[config.mk]
export PLATFORM = sky130hd
export DESIGN_NAME = tcw_ctrl
export DESIGN_NICKNAME = d
export VERILOG_FILES = /design/src/rtl/tcw_pkg.sv /design/src/rtl/tcw_ctrl.sv
export SDC_FILE = /design/constraint.sdc
export NUM_CORES = 1
export LEC_CHECK = 0
export ABC_AREA = 1
export BUFFER_PORTS_ARGS = -buffer_cell sky130_fd_sc_hd__buf_2
export CAP_MARGIN = 10
export CORE_AREA = 4 4 41 43
export CTS_CLUSTER_SIZE = 16
export DETAILED_ROUTE_END_ITERATION = 12
export DIE_AREA = 0 0 45 47
export PLACE_DENSITY_LB_ADDON = 0.3
export SYNTH_ARGS = -nofsm -noshare
export SYNTH_HDL_FRONTEND = slang
export SYNTH_SLANG_ARGS = --single-unit
export TNS_END_PERCENT = 20
[constraint.sdc]
create_clock -name clk_i -period 1.55 [get_ports clk_i]
set_clock_uncertainty 0.2 [all_clocks]
set_input_delay 0.31 -clock clk_i [delete_from_list [all_inputs] [get_ports clk_i]]
set_output_delay 0.31 -clock clk_i [all_outputs]
set_load 0.02 [all_outputs]
[src/rtl/tcw_pkg.sv]
// tcw_pkg: shared types and constants of the text console writer
// no dependencies; imported by tcw_ctrl, tcw_datapath and text_console_writer
package tcw_pkg;

  localparam int CELL_IDX_W = 11;
  localparam int CHAR_W     = 8;
  localparam int ATTR_W     = 8;
  localparam int CMD_W      = 2;
  localparam int IN_DATA_W  = 32;
  localparam int OUT_DATA_W = 32;

  localparam logic [CMD_W-1:0] CMD_PUT   = 2'd0;
  localparam logic [CMD_W-1:0] CMD_CLEAR = 2'd1;
  localparam logic [CMD_W-1:0] CMD_READ  = 2'd2;

  localparam logic [CHAR_W-1:0] CHAR_NUL       = 8'h00;
  localparam logic [CHAR_W-1:0] CHAR_BACKSPACE = 8'h08;
  localparam logic [CHAR_W-1:0] CHAR_NEWLINE   = 8'h0a;
  localparam logic [CHAR_W-1:0] CHAR_SPACE     = 8'h20;

  typedef enum logic [2:0] {
    ST_INIT,
    ST_IDLE,
    ST_EXEC,
    ST_CLEAR,
    ST_SCROLL,
    ST_READ,
    ST_DONE
  } state_e;

  typedef struct packed {
    logic accept;
    logic exec;
    logic fill;
    logic fill_zero;
    logic scroll;
    logic capture;
    logic load_out;
  } ctrl_cmd_t;

  typedef struct packed {
    logic need_scroll;
    logic is_clear;
    logic is_read;
    logic fill_last;
    logic scroll_last;
    logic out_free;
  } dp_stat_t;

endpackage

[src/rtl/tcw_ctrl.sv]
// tcw_ctrl: sequencing state machine of the text console writer
// depends on tcw_pkg; drives tcw_datapath through ctrl_cmd_t
module tcw_ctrl (
  input  logic                clk_i,
  input  logic                rst_ni,
  input  logic                in_valid_i,
  output logic                in_ready_o,
  input  tcw_pkg::dp_stat_t   stat_i,
  output tcw_pkg::ctrl_cmd_t  cmd_o
);
  import tcw_pkg::*;

  state_e state_q, state_d;

  always_ff @(posedge clk_i or negedge rst_ni) begin
    if (!rst_ni) begin
      state_q <= ST_INIT;
    end else begin
      state_q <= state_d;
    end
  end

  always_comb begin
    state_d    = state_q;
    cmd_o      = '0;
    in_ready_o = 1'b0;
    case (state_q)
      ST_INIT: begin
        cmd_o.fill      = 1'b1;
        cmd_o.fill_zero = 1'b1;
        if (stat_i.fill_last) begin
          state_d = ST_IDLE;
        end
      end
      ST_IDLE: begin
        in_ready_o   = 1'b1;
        cmd_o.accept = in_valid_i;
        if (in_valid_i) begin
          state_d = ST_EXEC;
        end
      end
      ST_EXEC: begin
        cmd_o.exec = 1'b1;
        if (stat_i.is_clear) begin
          state_d = ST_CLEAR;
        end else if (stat_i.is_read) begin
          state_d = ST_READ;
        end else if (stat_i.need_scroll) begin
          state_d = ST_SCROLL;
        end else begin
          state_d = ST_DONE;
        end
      end
      ST_CLEAR: begin
        cmd_o.fill = 1'b1;
        if (stat_i.fill_last) begin
          state_d = ST_DONE;
        end
      end
      ST_SCROLL: begin
        cmd_o.scroll = 1'b1;
        if (stat_i.scroll_last) begin
          state_d = ST_DONE;
        end
      end
      ST_READ: begin
        cmd_o.capture = 1'b1;
        state_d       = ST_DONE;
      end
      ST_DONE: begin
        if (stat_i.out_free) begin
          cmd_o.load_out = 1'b1;
          state_d        = ST_IDLE;
        end
      end
      default: begin
        state_d = ST_IDLE;
      end
    endcase
  end

endmodule

==> flow_summary_export.csv <==
group,metric,value,unit
run_status,status,"finished with violations",
run_status,violations,"setup timing",
sta,relSlewSlack,88.2,%
detailed_routing,wl_per_cell,9.49,µm
pwr,total_power,0.00125,W
synthesis,synthDominantCellAreaShare,21.5,%
clocking,cts_buffers,3,
detailed_routing,wirelength,958,µm
finish,area_growth,62.0,%
sta,hold_viol_final,0,
placement,gp_congestion,0.865,
clocking,clkTransAtPathRegs,0.04,ns
grt,grt_pass1_vias,389,
setup_path,worst_setup_path_end_kind,"output pin",
detailed_routing,firstDrtPassIters,4,
floorplanning,die_area,0.00212,mm²
clocking,cts_root_buf,"clkbuf_4",
sta,period_minus_slack,1.67,ns
setup_path,setup.worst_path.start,"state_q[1]$_DFFE_PN0P_",
clocking,clockBufferDepth,2,
placement,dp_cells,93,
sta,setup_slack,-0.119,ns
finish,largest_reg_flops,3,
detailed_routing,drtIter0Drc,16,
setup_path,rrSetupSlack,0.11,ns
synthesis,ys_ff_latch,3,
grt,grt_overflow_total,0,
finish,reg_top3,"state_q (3)",
grt,track_usage,10.1,%
pwr,irDropWorstVdd,0.792,mV
finish,num_antenna_cells,0,
synthesis,synth_ff_type,"dfrtp_1",
finish,layout.nets,96,
sta,tightest_slew,0.178,ns
synthesis,synth_cell_types,16,
setup_path,required,1.04,ns
pwr,leakage,0.350,nW
finish,top_register,"state_q",
placement,portBuffers,16,
detailed_routing,postRouteAntennaNets,0,
finish,layout-drive-gt1-share,50.0,%
synthesis,synth_edf_count,0,
synthesis,yosysSeqAreaShare,21.5,%
finish,finish.utilization,43.5,%
synthesis,syn_area_per_cell,5.92,µm²
clocking,clk_latency,0.23,ns
floorplanning,rows,13,
setup_path,worstPathArrival,1.16,ns
sta,setup_tns,-0.645,ns
floorplanning,die_w,45,µm
placement,post-dp-hpwl,728,µm
synthesis,synthesis.area,349,µm²
setup_path,reg2reg_from,"state_q[0]$_DFFE_PN0P_",
synthesis,synth_area_leaders,"dfrtp_1 (22%), nand2_1 (17%), inv_1 (11%), nand3_1 (10%), nor2_1 (6.5%)",
synthesis,syn-num-nets,68,
setup_path,worstSetupStartpointType,"register",
detailed_routing,vias_per_cell,4.42,
floorplanning,core_area,0.00130,mm²
clocking,h-tree-depth,1,
pwr,cellPowerDensity,2210,mW/mm²
sta,fin_crit_sh,108,%
sta,drv_slew,0,
sta,setup_viol,8,
setup_path,cp_max_fo,7,
grt,grt_max_degree,8,
placement,dp_slack,-0.00457,ns
min_path,hp-class,"primary input to asynchronous set/reset pin",
synthesis,yosysTopAreaCell,"dfrtp_1",
synthesis,synth_common_cells,"nand2_1 (16), inv_1 (10), nand3_1 (7)",
floorplanning,die_y,47,µm
grt,grt_first_pass_wirelength,1.56,mm
synthesis,syn_inst,59,
sta,fmax,599,MHz
finish,fin_cells,101,
finish,fill_cells,149,
grt,grt_antenna_before_repair,0,
setup_path,crit_type,"register to output pin",
synthesis,synth.most_common_cell,"nand2_1",
detailed_routing,via_count,446,
clocking,cts_tree,"built",
synthesis,yosysWarnings,0,
floorplanning,ios,17,
floorplanning,initial_core_util,26.8,%
clocking,cts_sinks,3,
synthesis,async_reset_ff_share,100,%
detailed_routing,drc,0,
run,cap_violations,0,
sta,rsz0062_at_grt,"yes",
==> routing by layer <==
layer | up-vias | routed length (µm) | GRT usage (%)
li1 | 231 | - | -
met1 | 189 | 366 | 13.3
met2 | 26 | 480 | 15.5
met3 | 0 | 112 | 0.766
met4 | 0 | 0 | 7.60
met5 | - | 0 | 0
==> kinds of logic (layout without fill, tap and decap cells) <==
family	after synthesis	in the layout	share of synthesized area (%)
AOI/OAI and AO/OA	2	2	3.58
buffers and inverters	15	42	18.3
DFF	3	3	21.5
and+or+nand+nor	39	39	56.6
==> power breakdown <==
group	switching (W)	leakage [nW]	internal, W
registers	0.0000915	0.0332	0.000129
logic	0.000492	0.301	0.000400
clock network	0.0000378	0.0150	0.0000963
total	0.000622	0.350	0.000626
==> worst max-delay path, stage by stage, from the launching register on <==
cell and delay (ns):
dfrtp_2 0.46, inv_1 0.14, nand2_1 0.09, nor2_1 0.08
buf_2 0.16
==> layout make-up <==
cell class                 count  area [µm²]  area share, %
tap                           15        18.8           3.32
sequential                     3        78.8           13.9
multi-input combinational     41         223           39.4
timing repair buffer          24         166           29.4
clock buffer                   4        26.3           4.65
inverter                      14        52.6           9.29
==> stage by stage <==
stage               hold slack [ns]  cell area (µm²)
floorplan                    -0.186              349
global placement            -0.0933              467
detailed placement          -0.0934              467
CTS                           0.195              547
global route                  0.221              566
finish                        0.203              566
==> final timing paths <==
kind	to	cells past startpoint
setup / recovery	cmd_o[1]	4
hold reg to reg	state_q[1]$_DFFE_PN0P_	2
min in group clk_i	state_q[2]$_DFFE_PN0P_	4
max in group asynchronous	state_q[0]$_DFFE_PN0P_	2
setup reg to reg	state_q[1]$_DFFE_PN0P_	8
hold / removal	state_q[1]$_DFFE_PN0P_	2
==> cell usage in the layout, fill, tap and decap left out <==
master          n
nor3_1          2
nand3_2         1
nand2_4         1
nand3_1         7
buf_6           3
nand2_1        15
nand3_4         1
nand2_2         3
a22oi_1         1
dfrtp_2         3
o21ai_0         1
clkinv_1        1
inv_1          10
nor2_1          4
buf_4           9
nor2_4          1
nor2_2          4
buf_2          11
clkbuf_1        1
inv_2           3
dlygate4sd3_1   1
clkbuf_4        3
==> repair_timing <==
item,4_1_cts,5_1_grt
resized for setup,10,6
setup endpoints to repair,8,8
buffers inserted,3,0
hold buffers,1,0
endpoints found under the hold margin,3,0
pin swaps,0,1
(Power assumes the default switching activity.)
